`src/hw/rtl/kcl_pkg.sv`:
```
package kcl_pkg;

  localparam int unsigned COORD_W     = 20;
  localparam int unsigned SCALE_W     = 20;
  localparam int unsigned THR_W       = 16;
  localparam int unsigned LEN_W       = 40;
  localparam int unsigned CFG_IDX_W   = 2;
  localparam int unsigned CFG_DATA_W  = 20;
  localparam int unsigned MAG_W       = 20;
  localparam int unsigned PROD_W      = 40;
  localparam int unsigned FRAC_W      = 16;
  localparam int unsigned Q_W         = 25;
  localparam int unsigned SQ_W        = 50;
  localparam int unsigned SUM_W       = 52;
  localparam int unsigned ROOT_W      = 26;
  localparam int unsigned LANE_CNT_W  = $clog2(Q_W);
  localparam int unsigned SQRT_CNT_W  = $clog2(ROOT_W);
  localparam int unsigned NUM_LANES   = 3;

  localparam int unsigned STEPS_DEFAULT = 10;

  localparam logic [SCALE_W-1:0] SCALE_RESET = SCALE_W'(411775);
  localparam logic [THR_W-1:0]   THR_RESET   = THR_W'(66);
  localparam logic [LEN_W-1:0]   LEN_MAX     = {LEN_W{1'b1}};

  typedef enum logic [CFG_IDX_W-1:0] {
    REG_SCALE_A   = 2'd0,
    REG_SCALE_B   = 2'd1,
    REG_SCALE_C   = 2'd2,
    REG_THRESHOLD = 2'd3
  } cfg_reg_e;

  typedef enum logic [2:0] {
    L_IDLE,
    L_MUL,
    L_PREP,
    L_DIV,
    L_SQLD,
    L_SQR,
    L_DONE
  } lane_state_e;

  typedef enum logic [2:0] {
    S_IDLE,
    S_LANE,
    S_SQRT,
    S_ROUND,
    S_EMIT
  } state_e;

  typedef struct packed {
    logic            done;
    logic            hit;
    logic [SQ_W-1:0] square;
  } lane_res_t;

endpackage

```
`src/hw/rtl/kpath_cumulative_length.sv`:
```
// an accepted request runs the bit-serial multiply, divide and square in each
// axis lane, then the bit-serial square root (two radicand bits per step),
// then emits its results, one per cycle while out_stall_i is low
// a new segment is taken only when idle; one with no counted axis emits nothing
// reset: asynchronous active low, clears the running length and loads register defaults
module kpath_cumulative_length
  import kcl_pkg::*;
#(
  parameter int unsigned STEPS_PER_SEGMENT = STEPS_DEFAULT
) (
  input  logic                  clk_i,
  input  logic                  rst_ni,
  input  logic                  cfg_valid_i,
  output logic                  cfg_ready_o,
  input  logic [CFG_IDX_W-1:0]  cfg_index_i,
  input  logic [CFG_DATA_W-1:0] cfg_data_i,
  input  logic                  in_valid_i,
  output logic                  in_stall_o,
  input  logic [COORD_W-1:0]    start_x_i,
  input  logic [COORD_W-1:0]    start_y_i,
  input  logic [COORD_W-1:0]    start_z_i,
  input  logic [COORD_W-1:0]    end_x_i,
  input  logic [COORD_W-1:0]    end_y_i,
  input  logic [COORD_W-1:0]    end_z_i,
  output logic                  out_valid_o,
  input  logic                  out_stall_i,
  output logic [LEN_W-1:0]      path_length_o,
  output logic                  last_of_segment_o
);

  localparam int unsigned K_W = $clog2(STEPS_PER_SEGMENT + 1);

  state_e                state_q, state_d;
  logic [SCALE_W-1:0]    scale_a_q, scale_b_q, scale_c_q;
  logic [THR_W-1:0]      thr_q;
  logic [LEN_W-1:0]      len_q, len_d;
  logic [SUM_W-1:0]      rad_q, rad_d;
  logic [ROOT_W-1:0]     root_q, root_d;
  logic [ROOT_W:0]       rem_q, rem_d;
  logic [SQRT_CNT_W-1:0] cnt_q, cnt_d;
  logic [K_W-1:0]        k_q, k_d;
  logic                  out_valid_q, out_valid_d;
  logic [LEN_W-1:0]      out_len_q, out_len_d;
  logic                  out_last_q, out_last_d;

  lane_res_t             lane_res [NUM_LANES];
  logic                  in_accept;
  logic                  any_hit;
  logic [SUM_W-1:0]      sq_sum;
  logic [ROOT_W+2:0]     sq_sh;
  logic [ROOT_W+2:0]     sq_trial;
  logic                  sq_ge;
  logic [LEN_W:0]        len_sum;
  logic                  out_load;
  logic                  k_last;
  cfg_reg_e              cfg_reg;

  assign in_accept = in_valid_i && !in_stall_o;
  assign in_stall_o = state_q != S_IDLE;
  assign cfg_ready_o = 1'b1;
  assign cfg_reg = cfg_reg_e'(cfg_index_i);

  kcl_axis #(.STEPS_PER_SEGMENT(STEPS_PER_SEGMENT)) u_lane_x (
    .clk_i, .rst_ni, .start_i(in_accept),
    .start_coord_i(start_x_i), .end_coord_i(end_x_i),
    .scale_i(scale_a_q), .threshold_i(thr_q), .res_o(lane_res[0])
  );

  kcl_axis #(.STEPS_PER_SEGMENT(STEPS_PER_SEGMENT)) u_lane_y (
    .clk_i, .rst_ni, .start_i(in_accept),
    .start_coord_i(start_y_i), .end_coord_i(end_y_i),
    .scale_i(scale_b_q), .threshold_i(thr_q), .res_o(lane_res[1])
  );

  kcl_axis #(.STEPS_PER_SEGMENT(STEPS_PER_SEGMENT)) u_lane_z (
    .clk_i, .rst_ni, .start_i(in_accept),
    .start_coord_i(start_z_i), .end_coord_i(end_z_i),
    .scale_i(scale_c_q), .threshold_i(thr_q), .res_o(lane_res[2])
  );

  assign any_hit  = lane_res[0].hit || lane_res[1].hit || lane_res[2].hit;
  assign sq_sum   = SUM_W'(lane_res[0].square) + SUM_W'(lane_res[1].square)
                  + SUM_W'(lane_res[2].square);
  assign sq_sh    = {rem_q, rad_q[SUM_W-1 -: 2]};
  assign sq_trial = (ROOT_W + 3)'({root_q, 2'b01});
  assign sq_ge    = sq_sh >= sq_trial;
  assign len_sum  = {1'b0, len_q} + (LEN_W + 1)'(root_q);
  assign out_load = !out_valid_q || !out_stall_i;
  assign k_last   = k_q == K_W'(STEPS_PER_SEGMENT - 1);

  always_comb begin
    state_d     = state_q;
    len_d       = len_q;
    rad_d       = rad_q;
    root_d      = root_q;
    rem_d       = rem_q;
    cnt_d       = cnt_q;
    k_d         = k_q;
    out_valid_d = out_valid_q;
    out_len_d   = out_len_q;
    out_last_d  = out_last_q;
    if (out_valid_q && !out_stall_i) begin
      out_valid_d = 1'b0;
    end
    case (state_q)
      S_IDLE: begin
        if (in_accept) begin
          state_d = S_LANE;
        end
      end
      S_LANE: begin
        if (lane_res[0].done) begin
          rad_d  = sq_sum;
          root_d = '0;
          rem_d  = '0;
          cnt_d  = '0;
          state_d = any_hit ? S_SQRT : S_IDLE;
        end
      end
      S_SQRT: begin
        rem_d  = sq_ge ? (ROOT_W + 1)'(sq_sh - sq_trial) : sq_sh[ROOT_W:0];
        root_d = {root_q[ROOT_W-2:0], sq_ge};
        rad_d  = {rad_q[SUM_W-3:0], 2'b00};
        cnt_d  = cnt_q + 1'b1;
        if (cnt_q == SQRT_CNT_W'(ROOT_W - 1)) begin
          state_d = S_ROUND;
        end
      end
      S_ROUND: begin
        if (rem_q > (ROOT_W + 1)'(root_q)) begin
          root_d = root_q + 1'b1;
        end
        k_d     = '0;
        state_d = S_EMIT;
      end
      S_EMIT: begin
        if (out_load) begin
          len_d       = len_sum[LEN_W] ? LEN_MAX : len_sum[LEN_W-1:0];
          out_len_d   = len_d;
          out_last_d  = k_last;
          out_valid_d = 1'b1;
          k_d         = k_q + 1'b1;
          if (k_last) begin
            state_d = S_IDLE;
          end
        end
      end
      default: begin
        state_d = S_IDLE;
      end
    endcase
  end

  always_ff @(posedge clk_i or negedge rst_ni) begin
    if (!rst_ni) begin
      state_q     <= S_IDLE;
      len_q       <= '0;
      cnt_q       <= '0;
      k_q         <= '0;
      out_valid_q <= 1'b0;
      scale_a_q   <= SCALE_RESET;
      scale_b_q   <= SCALE_RESET;
      scale_c_q   <= SCALE_RESET;
      thr_q       <= THR_RESET;
    end else begin
      state_q     <= state_d;
      len_q       <= len_d;
      cnt_q       <= cnt_d;
      k_q         <= k_d;
      out_valid_q <= out_valid_d;
      if (cfg_valid_i && cfg_ready_o) begin
        case (cfg_reg)
          REG_SCALE_A:   scale_a_q <= cfg_data_i[SCALE_W-1:0];
          REG_SCALE_B:   scale_b_q <= cfg_data_i[SCALE_W-1:0];
          REG_SCALE_C:   scale_c_q <= cfg_data_i[SCALE_W-1:0];
          REG_THRESHOLD: thr_q     <= cfg_data_i[THR_W-1:0];
          default: begin
          end
        endcase
      end
    end
  end

  always_ff @(posedge clk_i) begin
    rad_q      <= rad_d;
    root_q     <= root_d;
    rem_q      <= rem_d;
    out_len_q  <= out_len_d;
    out_last_q <= out_last_d;
  end

  assign out_valid_o       = out_valid_q;
  assign path_length_o     = out_len_q;
  assign last_of_segment_o = out_last_q;

`ifndef SYNTH
  a_lanes_lockstep: assert property (@(posedge clk_i) disable iff (!rst_ni)
    lane_res[0].done == lane_res[1].done && lane_res[0].done == lane_res[2].done)
    else $error("axis lanes out of step");

  a_len_monotonic: assert property (@(posedge clk_i) disable iff (!rst_ni)
    state_q == S_EMIT && out_load |=> len_q >= $past(len_q))
    else $error("running length decreased");

  a_out_from_emit: assert property (@(posedge clk_i) disable iff (!rst_ni)
    $rose(out_valid_o) |-> $past(state_q) == S_EMIT)
    else $error("result raised outside emission");

  a_sqrt_rem_bound: assert property (@(posedge clk_i) disable iff (!rst_ni)
    state_q == S_ROUND |-> rem_q <= {root_q, 1'b0})
    else $error("square root remainder too large");
`endif

endmodule

```
`src/hw/rtl/kcl_axis.sv`:
```
module kcl_axis
  import kcl_pkg::*;
#(
  parameter int unsigned STEPS_PER_SEGMENT = STEPS_DEFAULT
) (
  input  logic               clk_i,
  input  logic               rst_ni,
  input  logic               start_i,
  input  logic [COORD_W-1:0] start_coord_i,
  input  logic [COORD_W-1:0] end_coord_i,
  input  logic [SCALE_W-1:0] scale_i,
  input  logic [THR_W-1:0]   threshold_i,
  output lane_res_t          res_o
);

  localparam int unsigned REM_W = $clog2(STEPS_PER_SEGMENT + 1);
  localparam longint unsigned ROUND_ADD = longint'(STEPS_PER_SEGMENT) << (FRAC_W - 1);

  lane_state_e           state_q, state_d;
  logic [LANE_CNT_W-1:0] cnt_q, cnt_d;
  logic                  hit_q, hit_d;
  logic [SQ_W-1:0]       acc_q, acc_d;
  logic [SQ_W-1:0]       mcand_q, mcand_d;
  logic [Q_W-1:0]        mplier_q, mplier_d;
  logic [Q_W-1:0]        dvd_q, dvd_d;
  logic [REM_W-1:0]      rem_q, rem_d;

  logic [COORD_W:0]      diff;
  logic [COORD_W:0]      mag_full;
  logic [MAG_W-1:0]      mag;
  logic [PROD_W:0]       rounded;
  logic [REM_W:0]        div_sh;
  logic                  div_ge;
  logic [Q_W-1:0]        comp;

  assign diff     = {end_coord_i[COORD_W-1], end_coord_i}
                  - {start_coord_i[COORD_W-1], start_coord_i};
  assign mag_full = diff[COORD_W] ? (~diff + 1'b1) : diff;
  assign mag      = mag_full[MAG_W-1:0];
  assign rounded  = {1'b0, acc_q[PROD_W-1:0]} + (PROD_W + 1)'(ROUND_ADD);
  assign div_sh   = {rem_q, dvd_q[Q_W-1]};
  assign div_ge   = div_sh >= (REM_W + 1)'(STEPS_PER_SEGMENT);
  assign comp     = hit_q ? dvd_q : '0;

  always_comb begin
    state_d  = state_q;
    cnt_d    = cnt_q;
    hit_d    = hit_q;
    acc_d    = acc_q;
    mcand_d  = mcand_q;
    mplier_d = mplier_q;
    dvd_d    = dvd_q;
    rem_d    = rem_q;
    case (state_q)
      L_IDLE: begin
        if (start_i) begin
          hit_d    = mag > MAG_W'(threshold_i);
          mcand_d  = SQ_W'(scale_i);
          mplier_d = Q_W'(mag);
          acc_d    = '0;
          cnt_d    = '0;
          state_d  = L_MUL;
        end
      end
      L_MUL, L_SQR: begin
        if (mplier_q[0]) begin
          acc_d = acc_q + mcand_q;
        end
        mcand_d  = {mcand_q[SQ_W-2:0], 1'b0};
        mplier_d = {1'b0, mplier_q[Q_W-1:1]};
        cnt_d    = cnt_q + 1'b1;
        if (state_q == L_MUL && cnt_q == LANE_CNT_W'(MAG_W - 1)) begin
          state_d = L_PREP;
        end else if (state_q == L_SQR && cnt_q == LANE_CNT_W'(Q_W - 1)) begin
          state_d = L_DONE;
        end
      end
      L_PREP: begin
        dvd_d   = rounded[FRAC_W +: Q_W];
        rem_d   = '0;
        cnt_d   = '0;
        state_d = L_DIV;
      end
      L_DIV: begin
        rem_d = div_ge ? REM_W'(div_sh - (REM_W + 1)'(STEPS_PER_SEGMENT))
                       : div_sh[REM_W-1:0];
        dvd_d = {dvd_q[Q_W-2:0], div_ge};
        cnt_d = cnt_q + 1'b1;
        if (cnt_q == LANE_CNT_W'(Q_W - 1)) begin
          state_d = L_SQLD;
        end
      end
      L_SQLD: begin
        mcand_d  = SQ_W'(comp);
        mplier_d = comp;
        acc_d    = '0;
        cnt_d    = '0;
        state_d  = L_SQR;
      end
      L_DONE: begin
        state_d = L_IDLE;
      end
      default: begin
        state_d = L_IDLE;
      end
    endcase
  end

  always_ff @(posedge clk_i or negedge rst_ni) begin
    if (!rst_ni) begin
      state_q <= L_IDLE;
      cnt_q   <= '0;
    end else begin
      state_q <= state_d;
      cnt_q   <= cnt_d;
    end
  end

  always_ff @(posedge clk_i) begin
    hit_q    <= hit_d;
    acc_q    <= acc_d;
    mcand_q  <= mcand_d;
    mplier_q <= mplier_d;
    dvd_q    <= dvd_d;
    rem_q    <= rem_d;
  end

  assign res_o.done   = state_q == L_DONE;
  assign res_o.hit    = hit_q;
  assign res_o.square = acc_q;

`ifndef SYNTH
  a_rem_below_div: assert property (@(posedge clk_i) disable iff (!rst_ni)
    state_q == L_DIV |-> rem_q < REM_W'(STEPS_PER_SEGMENT))
    else $error("division remainder out of range");

  a_no_hit_zero: assert property (@(posedge clk_i) disable iff (!rst_ni)
    state_q == L_DONE && !hit_q |-> acc_q == '0)
    else $error("uncounted axis gave nonzero square");

  a_start_idle: assert property (@(posedge clk_i) disable iff (!rst_ni)
    state_q == L_IDLE && start_i |=> state_q == L_MUL && cnt_q == '0)
    else $error("lane did not start");
`endif

endmodule

```
`config.mk`:
```
export PLATFORM = sky130hd
export DESIGN_NAME = kpath_cumulative_length
export DESIGN_NICKNAME = d
export VERILOG_FILES = /design/src/hw/rtl/kcl_pkg.sv /design/src/hw/rtl/kpath_cumulative_length.sv /design/src/hw/rtl/kcl_axis.sv
export SDC_FILE = /design/constraint.sdc
export NUM_CORES = 2
export LEC_CHECK = 0
export ABC_AREA = 0
export CAP_MARGIN = 20
export CORE_MARGIN = 3
export CORE_UTILIZATION = 44
export DETAILED_ROUTE_END_ITERATION = 7
export DONT_BUFFER_PORTS = 1
export PLACE_DENSITY = 0.62
export SETUP_SLACK_MARGIN = 0.5
export SKIP_LAST_GASP = 1
export SLEW_MARGIN = 20
export SYNTH_ARGS = -nofsm -noshare
export SYNTH_HDL_FRONTEND = slang
export SYNTH_HIERARCHICAL = 1
export SYNTH_SLANG_ARGS = --single-unit
```
`constraint.sdc`:
```
create_clock -name clk_i -period 6.2 [get_ports clk_i]
set_input_delay 0.62 -clock clk_i [delete_from_list [all_inputs] [get_ports clk_i]]
set_output_delay 0.62 -clock clk_i [all_outputs]
set_load 0.02 [all_outputs]
```
==> metrics.cfg <==
[die]
dieWidth_um=357
io_pins=191
dieArea_mm2=0.128
rows=128
core_area_mm2=0.122
start_util=0.444
die_y_um=357

[grt]
grt_usage=0.229
grt_max_degree=154
grt_overflow_total=0
grt_first_pass_wirelength_mm=231
grt_pass1_vias=40139
antenna_found_initial=4

[placed_design]
place_congestion=0.921
dp_hpwl_mm=112
io_buffers=0
postPlaceCellArea_mm2=0.0557

[sta]
rsz0062_at_grt=false
tightest_slew_ns=1.12
hold_viol=0
min_period_ns=4.49
period_share=0.723
slew_headroom=0.248
max_freq_mhz=223
fin_worst_skew_ns=0.0377
setup_viol=0
drv_slew=0
setup_tns_ns=0

[clocking]
cts_made_buffers=89
tritoncts=built
cts_sinks=764
clk_latency_ns=0.67
cts_max_level=3
post_cts_buffers=0
root_buffer=clkbuf_16
cts_resized=0
clkTransAtPathRegs_ns=0.07
clockBufferDepth=3

[detailed_routing]
drt-initial-drc-count=3800
wl_per_cell_um=20.7
vias=42413
drt-total-wl_mm=149
drt_first_pass_iters=8
final_antenna_net_count=0
vias_per_cell=5.88
drc=10

[critical_path]
cp_data_required_time_ns=6.60
r2r-end=rad_q[44]
critPathKind=in -> reg
reg2regPathDepth=12
crit_top_cell=a21oi_1
worstPathMaxFanout=11
worstPathArrival_ns=4.88
end_kind=register
reg2reg_slack_ns=1.89
critPathLaunchType=input pin
crit_chain=inv_1 > ha_1 > fa_1 > nand2b_1 > a21oi_2 > o2111ai_1 > a21oi_1 > a2bb2oi_1 > a21oi_1 > buf_4 > nor2_1 > a21oi_1 > ha_1 > nor2b_1 > o21a_1 > o21ai_0 > nand2b_1 > a221oi_1 > a21oi_1 > a211oi_1 > a21oi_1 > nor4_1 > nand2_1
max_stage_delay_ns=0.42
reg2reg_from=u_lane_x/acc_q[20]
cpMaxStageDelayCell=fa_1

[pwr]
powerDensity_mw_per_mm2=663
cellLeakagePower_nw=24.0
design_power_total_mw=39.1
ir_worst_vdd_mv=0.346

[finish]
layout-drive-gt1-share=0.0801
fin_nets=6079
nFillCells=11358
syn2layout_area_growth_pct=8.58
fin_util=0.483
fin_area_mm2=0.0589

[logic_synthesis]
yosys_warnings=6
synthCells=5613
syn_area_per_cell_um2=9.66
syn-num-nets=6197
synth.cell_area_mm2=0.0542

[worst_hold_path]
hold_class=in -> reg
hp-start=cfg_data_i[7]
min_to=scale_b_q[7]
hold_depth=1

[outcome]
outcome=finished, violations left
violations=design-rule violations

[flow_run]
max_cap_violations=0

cells in the final DEF, fill, tap and decap left out, types with 127 or more instances in the layout:
| cell | instances |
|---|---|
| edfxtp_1 | 611 |
| nor2_1 | 491 |
| nand2_1 | 444 |
| ha_1 | 379 |
| inv_1 | 358 |
| a21oi_1 | 358 |
| o21ai_0 | 325 |
| xnor2_1 | 221 |
| xor2_1 | 177 |
| a21o_1 | 171 |
| nand3_1 | 157 |
| and2_1 | 127 |
metal layers:
metal  vias up  track usage  part of all wire
li1      20459            -                 -
met1     20460        0.308              0.44
met2      1265        0.371              0.46
met3       229       0.0351             0.061
met4         0       0.0886             0.039
met5         -            0                 0
critical path, delay by kind of cell:
family	cells	cell delay (ns)
simple gates	6	0.76
fa+ha+maj	3	0.91
compound gates	12	2.39
buf+inv	2	0.21
repair_timing:
action,CTS,global route
endpoints found under the hold margin,153,0
setup endpoints to repair,0,0
hold buffers,2,0
final cells by class:
| cell class | count | area, µm² | share of cell area |
|---|---|---|---|
| timing repair buffer | 42 | 362 | 0.00614 |
| multi-input combinational | 4238 | 29800 | 0.505 |
| clock inverter | 61 | 667 | 0.0113 |
| antenna | 12 | 30.0 | 0.000510 |
| sequential | 764 | 22200 | 0.377 |
| inverter | 360 | 1350 | 0.0230 |
| clock buffer | 105 | 2470 | 0.0419 |
| tap | 1625 | 2030 | 0.0345 |
worst max-delay path by stage:
stage / start / endpoint / slack, ns / cells after the start
after floorplan: state_q[2] / u_lane_x/acc_q[0] / 0.72 / 5
after global placement: end_x_i[0] / u_lane_x/hit_q / 1.19 / 23
after detailed placement: end_x_i[0] / u_lane_x/hit_q / 1.06 / 23
after CTS: end_x_i[0] / u_lane_x/hit_q / 1.77 / 23
after global routing: end_x_i[0] / u_lane_x/hit_q / 1.31 / 23
final: end_x_i[0] / u_lane_x/hit_q / 1.71 / 23
through the flow:
step | hold WS (ns) | cells | worst slack [ns]
6_report | 0.0983 | 7207 | 1.71
3_5_place_dp | 0.334 | 7026 | 1.06
3_3_place_gp | 0.332 | 7026 | 1.19
4_1_cts | 0.0523 | 7194 | 1.77
2_1_floorplan | 0.324 | 5613 | 0.721
5_1_grt | 0.0617 | 7204 | 1.31
flip-flops by register name, indices dropped and copies added (netlist names), 26 cells and up:
name	flops
u_lane_x/mcand_q	50
u_lane_z/acc_q	50
u_lane_x/acc_q	50
u_lane_y/acc_q	50
u_lane_z/mcand_q	50
root_q	26
rad_q	52
path_length_o	40
u_lane_y/mcand_q	50
rem_q	27
len_q	40
power by group:
part / leakage, nW / internal (mW) / switching [mW]
registers: 7.64 / 9.24 / 2.29
logic: 14.9 / 9.02 / 13.0
clock network: 1.52 / 3.26 / 2.30
Power figures use the tool's default switching activity.
